==> src/tksd_pkg.sv <==
// ----------------------------------------------------------------------------
// tksd_pkg
// Shared types and constants of the terminal key sequence decoder.
// ----------------------------------------------------------------------------
package tksd_pkg;

  typedef enum logic [3:0] {
    PH_IDLE   = 4'd0,
    PH_ESC    = 4'd1,
    PH_SEQ1   = 4'd2,
    PH_SEQ2   = 4'd3,
    PH_PASTE3 = 4'd4,
    PH_PASTE4 = 4'd5,
    PH_MOD    = 4'd6,
    PH_DIR    = 4'd7
  } phase_e;

  // Key codes.
  localparam logic [4:0] K_PLAIN    = 5'd0;
  localparam logic [4:0] K_ESC      = 5'd1;
  localparam logic [4:0] K_BS       = 5'd2;
  localparam logic [4:0] K_ALTBS    = 5'd3;
  localparam logic [4:0] K_CTRL_R   = 5'd4;
  localparam logic [4:0] K_CTRL_F   = 5'd5;
  localparam logic [4:0] K_CTRL_G   = 5'd6;
  localparam logic [4:0] K_CTRL_C   = 5'd7;
  localparam logic [4:0] K_CTRL_X   = 5'd8;
  localparam logic [4:0] K_CTRL_V   = 5'd9;
  localparam logic [4:0] K_CTRL_Z   = 5'd10;
  localparam logic [4:0] K_CTRL_W   = 5'd11;
  localparam logic [4:0] K_UP       = 5'd12;
  localparam logic [4:0] K_DELETE   = 5'd16;
  localparam logic [4:0] K_PSTART   = 5'd17;
  localparam logic [4:0] K_PEND     = 5'd18;
  localparam logic [4:0] K_CTRL_UP  = 5'd19;
  localparam logic [4:0] K_SHIFT_UP = 5'd23;
  localparam logic [4:0] K_CS_RIGHT = 5'd27;
  localparam logic [4:0] K_CS_LEFT  = 5'd28;
  localparam logic [4:0] K_MAX      = 5'd28;

  // Operation kinds.
  localparam logic OP_BYTE = 1'b0;
  localparam logic OP_TICK = 1'b1;

  // Bytes of interest.
  localparam logic [7:0] B_CTRL_R = 8'd18;
  localparam logic [7:0] B_CTRL_F = 8'd6;
  localparam logic [7:0] B_CTRL_G = 8'd7;
  localparam logic [7:0] B_CTRL_C = 8'd3;
  localparam logic [7:0] B_CTRL_X = 8'd24;
  localparam logic [7:0] B_CTRL_V = 8'd22;
  localparam logic [7:0] B_CTRL_Z = 8'd26;
  localparam logic [7:0] B_CTRL_W = 8'd23;
  localparam logic [7:0] B_ESC    = 8'd27;
  localparam logic [7:0] B_DEL    = 8'h7F;
  localparam logic [7:0] B_BS     = 8'h08;
  localparam logic [7:0] B_TILDE  = 8'h7E;
  localparam logic [7:0] B_LBRACK = 8'h5B;
  localparam logic [7:0] B_SEMI   = 8'h3B;
  localparam logic [7:0] B_DIG0   = 8'h30;
  localparam logic [7:0] B_DIG1   = 8'h31;
  localparam logic [7:0] B_DIG2   = 8'h32;
  localparam logic [7:0] B_DIG3   = 8'h33;
  localparam logic [7:0] B_DIG5   = 8'h35;
  localparam logic [7:0] B_DIG6   = 8'h36;
  localparam logic [7:0] B_DIG9   = 8'h39;
  localparam logic [7:0] B_UPA    = 8'h41;
  localparam logic [7:0] B_UPD    = 8'h44;

  typedef struct packed {
    logic       valid;
    logic [4:0] code;
    logic [7:0] ch;
  } result_t;

endpackage

==> src/terminal_key_sequence_decoder.sv <==
// ----------------------------------------------------------------------------
// terminal_key_sequence_decoder
// Decodes terminal keyboard bytes and escape timeout ticks into key codes.
// ----------------------------------------------------------------------------
// Usage:
//   The slave stream carries one item per transfer: tdata holds the received
//   byte and tuser[0] says whether the item is a byte (0) or an escape
//   timeout tick (1). The master stream carries one key code per transfer.
//   An item yields zero or one result; bytes that open or continue an
//   escape sequence, and ticks outside a lone ESC, yield none.
//   An accepted item is captured in the input register and decoded there;
//   its result is loaded into the result register once that register is
//   free, and the master side presents it from the result register.
//   Throughput: one item per cycle while the result register is free, set by
//   the single-pass decode between the input register and the result register.
//   When the receiver stalls, the result register holds its key code and
//   the input register holds the next item; s_axis_tready drops once both
//   are full and returns in the cycle that m_axis_tready rises.
//   Reset clears the parse state to idle and empties both registers.
// ----------------------------------------------------------------------------
module terminal_key_sequence_decoder (
  input  logic        clk_i,
  input  logic        rst_ni,
  input  logic        s_axis_tvalid,
  output logic        s_axis_tready,
  input  logic [7:0]  s_axis_tdata,  // [7:0] rx_byte
  input  logic [0:0]  s_axis_tuser,  // [0] operation
  output logic        m_axis_tvalid,
  input  logic        m_axis_tready,
  output logic [15:0] m_axis_tdata   // [4:0] key_code, [12:5] char_value, zero pad
);
  import tksd_pkg::*;

  logic       in_valid_q;
  logic       in_op_q;
  logic [7:0] in_byte_q;
  logic       out_free;
  logic       advance;
  result_t    res;
  logic [4:0] key_code;
  logic [7:0] char_value;

  assign advance       = in_valid_q && out_free;
  assign s_axis_tready = !in_valid_q || out_free;

  always_ff @(posedge clk_i or negedge rst_ni) begin
    if (!rst_ni) begin
      in_valid_q <= 1'b0;
    end else if (s_axis_tready) begin
      in_valid_q <= s_axis_tvalid;
    end
  end

  always_ff @(posedge clk_i) begin
    if (s_axis_tready && s_axis_tvalid) begin
      in_op_q   <= s_axis_tuser[0];
      in_byte_q <= s_axis_tdata;
    end
  end

  tksd_decode u_decode (
    .clk_i     (clk_i),
    .rst_ni    (rst_ni),
    .advance_i (advance),
    .op_i      (in_op_q),
    .byte_i    (in_byte_q),
    .res_o     (res)
  );

  tksd_out_reg u_out_reg (
    .clk_i   (clk_i),
    .rst_ni  (rst_ni),
    .load_i  (advance),
    .res_i   (res),
    .ready_i (m_axis_tready),
    .free_o  (out_free),
    .valid_o (m_axis_tvalid),
    .code_o  (key_code),
    .ch_o    (char_value)
  );

  assign m_axis_tdata = {3'b000, char_value, key_code};

`ifndef NO_ASSERTIONS
  // An empty input register must always take a new item.
  assert property (@(posedge clk_i) disable iff (!rst_ni)
    !in_valid_q |-> s_axis_tready)
    else $error("input register empty but not ready");

  // Only a plain character carries a character byte.
  assert property (@(posedge clk_i) disable iff (!rst_ni)
    (m_axis_tvalid && key_code != K_PLAIN) |-> (char_value == 8'd0))
    else $error("character byte set on a non-plain key");

  // Key codes stay within the defined set.
  assert property (@(posedge clk_i) disable iff (!rst_ni)
    m_axis_tvalid |-> (key_code <= K_MAX))
    else $error("key code out of range");

  // A decoded result lands in the result register in the next cycle.
  assert property (@(posedge clk_i) disable iff (!rst_ni)
    (advance && res.valid) |=> m_axis_tvalid)
    else $error("decoded result lost");
`endif

endmodule

==> src/tksd_decode.sv <==
// ----------------------------------------------------------------------------
// tksd_decode
// Parse state and single-pass decode of one registered input item.
// ----------------------------------------------------------------------------
module tksd_decode (
  input  logic              clk_i,
  input  logic              rst_ni,
  input  logic              advance_i,
  input  logic              op_i,
  input  logic [7:0]        byte_i,
  output tksd_pkg::result_t res_o
);
  import tksd_pkg::*;

  phase_e     phase_q, phase_d;
  logic [7:0] held_q, held_d;
  logic       dir_ok;
  logic [4:0] dir_off;
  logic       is_digit;

  assign dir_ok   = (byte_i >= B_UPA) && (byte_i <= B_UPD);
  assign dir_off  = {3'b000, byte_i[1:0] - 2'd1};
  assign is_digit = (byte_i >= B_DIG0) && (byte_i <= B_DIG9);

  always_comb begin
    phase_d   = phase_q;
    held_d    = held_q;
    res_o     = '0;
    if (op_i == OP_TICK) begin
      if (phase_q == PH_ESC) begin
        phase_d    = PH_IDLE;
        res_o.valid = 1'b1;
        res_o.code  = K_ESC;
      end
    end else begin
      case (phase_q)
        PH_ESC: begin
          if (byte_i == B_DEL || byte_i == B_BS) begin
            phase_d     = PH_IDLE;
            res_o.valid = 1'b1;
            res_o.code  = K_ALTBS;
          end else begin
            held_d  = byte_i;
            phase_d = PH_SEQ1;
          end
        end
        PH_SEQ1: begin
          phase_d     = PH_IDLE;
          res_o.valid = 1'b1;
          res_o.code  = K_ESC;
          if (held_q == B_LBRACK) begin
            if (dir_ok) begin
              res_o.code = K_UP + dir_off;
            end else if (is_digit) begin
              held_d      = byte_i;
              phase_d     = PH_SEQ2;
              res_o.valid = 1'b0;
            end
          end
        end
        PH_SEQ2: begin
          phase_d     = PH_IDLE;
          res_o.valid = 1'b1;
          res_o.code  = K_ESC;
          if (held_q == B_DIG3 && byte_i == B_TILDE) begin
            res_o.code = K_DELETE;
          end else if (held_q == B_DIG2 && byte_i == B_DIG0) begin
            phase_d     = PH_PASTE3;
            res_o.valid = 1'b0;
          end else if (held_q == B_DIG1 && byte_i == B_SEMI) begin
            phase_d     = PH_MOD;
            res_o.valid = 1'b0;
          end
        end
        PH_PASTE3: begin
          held_d  = byte_i;
          phase_d = PH_PASTE4;
        end
        PH_PASTE4: begin
          phase_d     = PH_IDLE;
          res_o.valid = 1'b1;
          res_o.code  = K_ESC;
          if (byte_i == B_TILDE && held_q == B_DIG0) begin
            res_o.code = K_PSTART;
          end else if (byte_i == B_TILDE && held_q == B_DIG1) begin
            res_o.code = K_PEND;
          end
        end
        PH_MOD: begin
          held_d  = byte_i;
          phase_d = PH_DIR;
        end
        PH_DIR: begin
          phase_d     = PH_IDLE;
          res_o.valid = 1'b1;
          res_o.code  = K_ESC;
          if (dir_ok) begin
            if (held_q == B_DIG5) begin
              res_o.code = K_CTRL_UP + dir_off;
            end else if (held_q == B_DIG2) begin
              res_o.code = K_SHIFT_UP + dir_off;
            end else if (held_q == B_DIG6 && dir_off == 5'd2) begin
              res_o.code = K_CS_RIGHT;
            end else if (held_q == B_DIG6 && dir_off == 5'd3) begin
              res_o.code = K_CS_LEFT;
            end
          end
        end
        default: begin
          // Idle, and any phase code without a meaning.
          phase_d     = PH_IDLE;
          res_o.valid = 1'b1;
          case (byte_i)
            B_CTRL_R: res_o.code = K_CTRL_R;
            B_CTRL_F: res_o.code = K_CTRL_F;
            B_CTRL_G: res_o.code = K_CTRL_G;
            B_CTRL_C: res_o.code = K_CTRL_C;
            B_CTRL_X: res_o.code = K_CTRL_X;
            B_CTRL_V: res_o.code = K_CTRL_V;
            B_CTRL_Z: res_o.code = K_CTRL_Z;
            B_CTRL_W: res_o.code = K_CTRL_W;
            B_DEL:    res_o.code = K_BS;
            B_BS:     res_o.code = K_BS;
            B_ESC: begin
              phase_d     = PH_ESC;
              res_o.valid = 1'b0;
            end
            default: begin
              res_o.code = K_PLAIN;
              res_o.ch   = byte_i;
            end
          endcase
        end
      endcase
    end
  end

  always_ff @(posedge clk_i or negedge rst_ni) begin
    if (!rst_ni) begin
      phase_q <= PH_IDLE;
      held_q  <= '0;
    end else if (advance_i) begin
      phase_q <= phase_d;
      held_q  <= held_d;
    end
  end

endmodule

==> src/tksd_out_reg.sv <==
// ----------------------------------------------------------------------------
// tksd_out_reg
// Result register that holds one key code until the receiver takes it.
// ----------------------------------------------------------------------------
module tksd_out_reg (
  input  logic              clk_i,
  input  logic              rst_ni,
  input  logic              load_i,
  input  tksd_pkg::result_t res_i,
  input  logic              ready_i,
  output logic              free_o,
  output logic              valid_o,
  output logic [4:0]        code_o,
  output logic [7:0]        ch_o
);
  import tksd_pkg::*;

  logic       valid_q;
  logic [4:0] code_q;
  logic [7:0] ch_q;

  assign free_o  = !valid_q || ready_i;
  assign valid_o = valid_q;
  assign code_o  = code_q;
  assign ch_o    = ch_q;

  always_ff @(posedge clk_i or negedge rst_ni) begin
    if (!rst_ni) begin
      valid_q <= 1'b0;
    end else if (load_i) begin
      valid_q <= res_i.valid;
    end else if (ready_i) begin
      valid_q <= 1'b0;
    end
  end

  always_ff @(posedge clk_i) begin
    if (load_i && res_i.valid) begin
      code_q <= res_i.code;
      ch_q   <= res_i.ch;
    end
  end

endmodule

==> config.mk <==
export PLATFORM = sky130hd
export DESIGN_NAME = terminal_key_sequence_decoder
export DESIGN_NICKNAME = d
export VERILOG_FILES = /design/src/tksd_pkg.sv /design/src/terminal_key_sequence_decoder.sv /design/src/tksd_decode.sv /design/src/tksd_out_reg.sv
export SDC_FILE = /design/constraint.sdc
export NUM_CORES = 1
export LEC_CHECK = 0
export BUFFER_PORTS_ARGS = -buffer_cell sky130_fd_sc_hd__clkbuf_2
export CAP_MARGIN = 10
export CORE_ASPECT_RATIO = 0.75
export CORE_MARGIN = 1.5
export CORE_UTILIZATION = 40
export CTS_CLUSTER_SIZE = 14
export DETAILED_ROUTE_END_ITERATION = 10
export PLACE_DENSITY = 0.62
export SETUP_SLACK_MARGIN = 0.5
export SYNTH_ARGS = -nofsm -noshare
export SYNTH_HDL_FRONTEND = slang
export SYNTH_SLANG_ARGS = --single-unit
==> constraint.sdc <==
create_clock -name clk_i -period 4.3 [get_ports clk_i]
set_clock_uncertainty 0.2 [all_clocks]
set_input_delay 0.215 -clock clk_i [delete_from_list [all_inputs] [get_ports clk_i]]
set_output_delay 0.215 -clock clk_i [all_outputs]
set_load 0.1 [all_outputs]
==> impl_metrics.env, run 1 <==
export IMPL_status="completed"
export IMPL_viasPerCell=5.475
export IMPL_core_area_um2=5353
export IMPL_grt_max_degree=18
export IMPL_port_buffer_count=27
export IMPL_dp_cells=299
export IMPL_power_switching_mw=0.2600
export IMPL_holdPathStages=3
export IMPL_max_cap_viol_count=0
export IMPL_cts_setup_buffers=0
export IMPL_pin_count=31
export IMPL_finalMaxSlewViolations=0
export IMPL_regToRegSetupSlack_ns=1.35
export IMPL_drive_gt1_share_pct=23.87
export IMPL_die_h_um=67.50
export IMPL_place_gp_congestion=0.9820
export IMPL_syn_area_per_cell_um2=10.56
export IMPL_r2r_cells=8
export IMPL_synth_cells=210
export IMPL_fin_crit_ns=2.953
export IMPL_vias=1741
export IMPL_combPwrFrac_pct=20.0
export IMPL_synth_edf_count=22
export IMPL_synth_top_area_share_pct=29.78
export IMPL_fp_dieArea_um2=6006
export IMPL_synthTopCellsByArea="edfxtp_1, dfrtp_1, mux2_2"
export IMPL_fin_tns_setup_ns=0
export IMPL_internal_power_mw=0.5352
export IMPL_grt_pass1_wl_mm=7.866
export IMPL_grt_usage_pct=17.97
export IMPL_fin_nets=261
export IMPL_antenna_found_initial=0
export IMPL_synthesis_area_um2=2218
export IMPL_dpl_hpwl_mm=3.647
export IMPL_n_antenna_cell=0
export IMPL_htree_levels=2
export IMPL_cp_arrival_ns=2.75
export IMPL_drc_errors=0
export IMPL_min_period_over_period_pct=68.68
export IMPL_ys_ff_latch=35
export IMPL_clk_pin_slew_ns=0.07
export IMPL_yosys_warnings=0
export IMPL_synth_largest_area_cell="edfxtp_1"
export IMPL_cp_end_kind="flop"
export IMPL_synth_cell_types=54
export IMPL_p_leak_nw=1.006
export IMPL_multi_input_comb_area_um2=1105
export IMPL_overflow=0
export IMPL_r2r_end="u_out_reg.code_o[3]"
export IMPL_tightest_slew_ns=0.7500
export IMPL_critPathMaxFanout=9
export IMPL_ant_nets=0
export IMPL_setup_violations=0
export IMPL_initial_core_util_pct=41.44
export IMPL_rsz0062_at_grt="no"
export IMPL_worstHoldEndpoint="in_valid_q"
export IMPL_p_per_area_nw_per_um2=312.1
export IMPL_area_growth_pct=14.83
export IMPL_slew_headroom_pct=49.62
export IMPL_numCtsBuffers=5
export IMPL_r2r_start="in_byte_q[0]"
export IMPL_yosysMostFrequentCell="edfxtp_1"
export IMPL_vdd_drop_max_mv=0.2137
export IMPL_worst_setup_path_start_kind="flop"
export IMPL_max_freq_mhz=338.6
export IMPL_synth_ff_type="edfxtp_1"
export IMPL_cts_tree="built"
export IMPL_wirelength_mm=5.053
export IMPL_clockPowerShare_pct=29.5
export IMPL_root_buffer="clkbuf_8"
export IMPL_synthTopCellsByCount="edfxtp_1, dfrtp_1, o21ai_0"
export IMPL_drt_iter0_drc=183
export IMPL_clock_sinks=35
export IMPL_p_sw_share_pct=32.70
export IMPL_finalHoldViolations=0
export IMPL_drt_pre_antenna_iters=4
export IMPL_clk_latency_ns=0.28
export IMPL_cp_data_required_time_ns=4.09
export IMPL_die_x_um=88.99
export IMPL_grt_pass1_vias=1548
export IMPL_nFillCells=504
export IMPL_regArea_um2=985.9
export IMPL_wire_per_inst_um=15.89
export IMPL_cts_path_max_buffers=2
export IMPL_ys_async_sr_fraction_pct=37.14
export IMPL_crit_type="reg2reg"
export IMPL_hp_class="in2reg"
export IMPL_yosysSeqAreaShare_pct=44.44
export IMPL_worst_slack_ns=1.347
export IMPL_hp_start="m_axis_tready"
export IMPL_place_ws_ns=1.362
export IMPL_seqPwrFrac_pct=50.5
export IMPL_rows=23
export IMPL_stdcell_count=318
-- worst max-delay path, cell delays in order (launching register included) --
cell	delay [ns]
edfxtp_1	0.50
inv_1	0.17
ha_1	0.24
o21bai_1	0.17
a211oi_2	0.11
a32oi_1	0.39
a221oi_1	0.17
nor3_2	0.44
buf_4	0.27
-- power groups by stage --
stage	Clock, mW	Combinational, mW	Sequential [mW]
final	0.234	0.159	0.401
after global placement	0	0.152	0.408
after CTS	0.241	0.159	0.401
after global routing	0.259	0.168	0.405
after floorplan	0	0.0738	0.455
after detailed placement	0	0.151	0.408
-- cells in the final DEF, fill, tap and decap left out, drive strengths merged, types with 7 or more instances in the layout --
master and instances:
nand3b 7, nor3 7, nor2 11, mux2 9, dfrtp 13, a21oi 8, nand2b 7, o21ai 12
dlygate4sd3 11, inv 8, edfxtp 22, and2 7, nand2 9, clkbuf 33
-- per-stage QoR --
stage               power, mW  util, %  area [um^2]  hold slack, ns
global placement       0.5602    43.97         2354        -0.07216
global route           0.8314    47.59         2547         0.05268
CTS                    0.8020    47.59         2547         0.04048
finish                 0.7952    47.59         2547         0.04603
detailed placement     0.5596    43.97         2354        -0.07311
floorplan              0.5284        -         2226         -0.2806
-- cell families (layout without fill, tap and decap cells) --
kind of cell               count (synthesis)  after routing  synth area share [%]
xor gates and xnor gates                   3              3                 1.185
and+or+nand+nor                           86             86                 24.87
muxes                                      9              9                 4.569
adders and majority gates                  6              6                 3.384
other                                      1              3                0.1690
AOI/OAI and AO/OA                         47             47                 15.06
buffers and inverters                     23             54                 6.317
DFF                                       35             35                 44.44
-- final cells by class --
cell class                 count  share of cell area (%)
clock inverter                 2                  0.4420
sequential                    35                   38.70
timing repair buffer          39                   9.921
multi-input combinational    154                   43.37
inverter                       7                   1.031
tap                           75                   3.684
clock buffer                   6                   2.849
-- flip-flops by register name, summed over array words and instances, names as in the netlist --
register           count
u_decode.phase_q       3
u_decode.held_q        8
u_out_reg.valid_o      1
u_out_reg.ch_o         8
u_out_reg.code_o       5
in_valid_q             1
in_byte_q              8
in_op_q                1
-- routing by layer --
layer  vias up  GRT usage (%)  share of wire [%]
li1        854              -                  -
met1       814          26.34                 48
met2        69          26.61                 43
met3         4          4.523                8.0
met4         0          4.423               0.67
met5         -              0                  0
-- worst max-delay path by stage --
stage,start,to,slack [ns]
after floorplan,in_byte_q[0],u_out_reg.ch_o[0],1.24
after detailed placement,in_byte_q[0],u_out_reg.ch_o[4],1.36
final,in_byte_q[0],u_out_reg.code_o[3],1.35
after global placement,in_byte_q[0],u_out_reg.ch_o[1],1.45
after global routing,in_byte_q[0],u_out_reg.code_o[4],1.14
after CTS,in_byte_q[0],u_out_reg.code_o[3],1.33
-- repair_timing --
item                      CTS  global route
gates resized for setup     0             0
hold endpoints to repair   23             0
hold buffers               11             0
Power figures use the tool's default switching activity.
==> run 2, diff against run 1 <==
- PLACE_DENSITY: 0.62 -> 0.64
- clock period: 4.3 -> 2.5 ns (I/O delays scaled with it)
==> impl_metrics.env, run 2 (synthesized netlist as in run 1, its figures left out) <==
export IMPL_status="completed"
export IMPL_path_delay_family="compound AO/OA/AOI/OAI gates"
export IMPL_numCtsBuffers=5
export IMPL_cts_path_max_buffers=2
export IMPL_drt_iter0_drc=187
export IMPL_viasPerCell=5.612
export IMPL_max_cap_viol_count=0
export IMPL_die_x_um=88.99
export IMPL_p_per_area_nw_per_um2=433.3
export IMPL_clk_latency_ns=0.30
export IMPL_r2r_cells=9
export IMPL_pin_count=31
export IMPL_port_buffer_count=27
export IMPL_ant_nets=0
export IMPL_place_ws_ns=-0.08906
export IMPL_fin_nets=332
export IMPL_initial_core_util_pct=41.44
export IMPL_finalHoldViolations=0
export IMPL_min_period_over_period_pct=95.93
export IMPL_tightest_slew_ns=0.5953
export IMPL_n_antenna_cell=0
export IMPL_final_cell_mix="buf_4, clkbuf_2, edfxtp_1"
export IMPL_finalMaxSlewViolations=0
export IMPL_crit_type="reg2reg"
export IMPL_slew_headroom_pct=60.23
export IMPL_hold_slack_ns=0.05975
export IMPL_grt_max_degree=14
export IMPL_grt_usage_pct=24.51
export IMPL_cp_num_cells=9
export IMPL_crit_chain="inv_2 -> ha_4 -> o21bai_4 -> a211oi_4 -> a32oi_2 -> buf_4 -> a21oi_4 -> buf_12 -> mux2_4"
export IMPL_area_growth_pct=58.15
export IMPL_place_gp_congestion=0.9418
export IMPL_setup_violations=0
export IMPL_cp_data_required_time_ns=2.49
export IMPL_wirelength_mm=6.985
export IMPL_core_area_um2=5353
export IMPL_r2r_start="in_byte_q[1]"
export IMPL_vias=2183
export IMPL_vdd_drop_max_mv=0.3165
export IMPL_cts_tree="built"
export IMPL_overflow=0
export IMPL_fin_tns_setup_ns=0
export IMPL_critPathMaxFanout=8
export IMPL_hp_class="in2async"
export IMPL_drt_pre_antenna_iters=4
export IMPL_regToRegSetupSlack_ns=0.10
export IMPL_root_buffer="clkbuf_8"
export IMPL_utilization_pct=65.54
export IMPL_wire_per_inst_um=17.96
export IMPL_htree_levels=2
export IMPL_grt_pass1_wl_mm=10.72
export IMPL_dpl_hpwl_mm=4.286
export IMPL_worst_setup_path_start_kind="flop"
export IMPL_clk_pin_slew_ns=0.08
export IMPL_max_freq_mhz=417.0
export IMPL_path_buf_inv=3
export IMPL_rsz0062_at_grt="yes"
export IMPL_fp_dieArea_um2=6006
export IMPL_grt_pass1_vias=2110
export IMPL_cp_arrival_ns=2.38
export IMPL_rows=23
export IMPL_drive_gt1_share_pct=52.87
export IMPL_clock_sinks=35
export IMPL_worst_slack_ns=0.1018
export IMPL_p_leak_nw=1.417
export IMPL_cp_slowest_stage_delay_ns=0.41
export IMPL_r2r_end="u_decode.held_q[1]"
export IMPL_cp_end_kind="flop"
export IMPL_fin_crit_ns=2.398
export IMPL_final_common_cell="buf_4"
export IMPL_antenna_found_initial=0
export IMPL_crit_slowest_cell="edfxtp_1"
export IMPL_nFillCells=398
export IMPL_die_h_um=67.50
export IMPL_drc_errors=0
==> run 2: cell types whose count changed in the layout (fill, tap and decap cells not counted), moves of 4 or more <==
cell,before,now
buf_4,1,60
buf_6,0,8
mux2_2,9,1
mux2_4,0,8
ha_1,6,1
ha_4,0,5
nor4_1,5,0
o21ai_0,12,7
nor4_4,0,4
==> run 2: how the worst max path moves through the flow <==
stage / startpoint / to / slack [ns]
3_3_place_gp: in_byte_q[0] / u_out_reg.ch_o[5] / -0.05
6_report: in_byte_q[1] / u_decode.held_q[1] / 0.10
3_5_place_dp: in_byte_q[0] / u_out_reg.code_o[4] / -0.09
4_1_cts: in_byte_q[0] / u_decode.held_q[7] / 0.15
5_1_grt: in_byte_q[7] / u_out_reg.code_o[1] / 0.04
2_1_floorplan: in_byte_q[0] / u_out_reg.ch_o[0] / 0.1
==> run 2: where the power goes <==
group	total (mW)	internal [mW]	switching [mW]	leakage, nW
logic	0.423	0.156	0.267	0.986
registers	0.677	0.653	0.0240	0.389
clock network	0.420	0.194	0.226	0.0418
total	1.52	1.00	0.516	1.42
==> run 2: layout make-up <==
| class | instances | area, um^2 | area share, % |
|---|---|---|---|
| Clock buffer | 5 | 68.82 | 1.961 |
| Clock inverter | 3 | 20.02 | 0.5706 |
| Inverter | 7 | 26.28 | 0.7489 |
| Multi-Input combinational cell | 154 | 1464 | 41.73 |
| Sequential cell | 35 | 989.7 | 28.21 |
| Tap cell | 75 | 93.84 | 2.675 |
| Timing Repair Buffer | 110 | 845.8 | 24.11 |
==> run 2: timing repair <==
| action | 4_1_cts | 5_1_grt |
|---|---|---|
| setup endpoints to repair | 35 | 37 |
| setup buffers | 20 | 8 |
| pin swaps | 20 | 16 |
| hold buffers | 13 | 0 |
| hold endpoints to repair | 24 | 0 |
| gates resized for setup | 39 | 25 |
==> run 2: worst register-to-register path, delay by kind of cell, from the launching register on <==
kind	cells	cell delay, ns
mux	1	0.30
buf+inv	3	0.51
flops	1	0.41
compound gates	4	0.70
fa+ha+maj	1	0.18
==> run 2: routing by layer <==
metal | vias up | global-route usage, % | routed length, um
li1 | 1000 | - | -
met1 | 1055 | 35.34 | 3081
met2 | 104 | 35.89 | 3190
met3 | 24 | 4.768 | 513
met4 | 0 | 10.38 | 200
met5 | - | 0 | 0
==> run 2: stage by stage <==
stage | std cells | area [um^2] | power (mW)
3_5_place_dp | 340 | 2723 | 1.012
6_report | 389 | 3508 | 1.520
2_1_floorplan | 212 | 2296 | 0.9192
5_1_grt | 389 | 3508 | 1.575
4_1_cts | 381 | 3323 | 1.498
3_3_place_gp | 340 | 2723 | 1.011
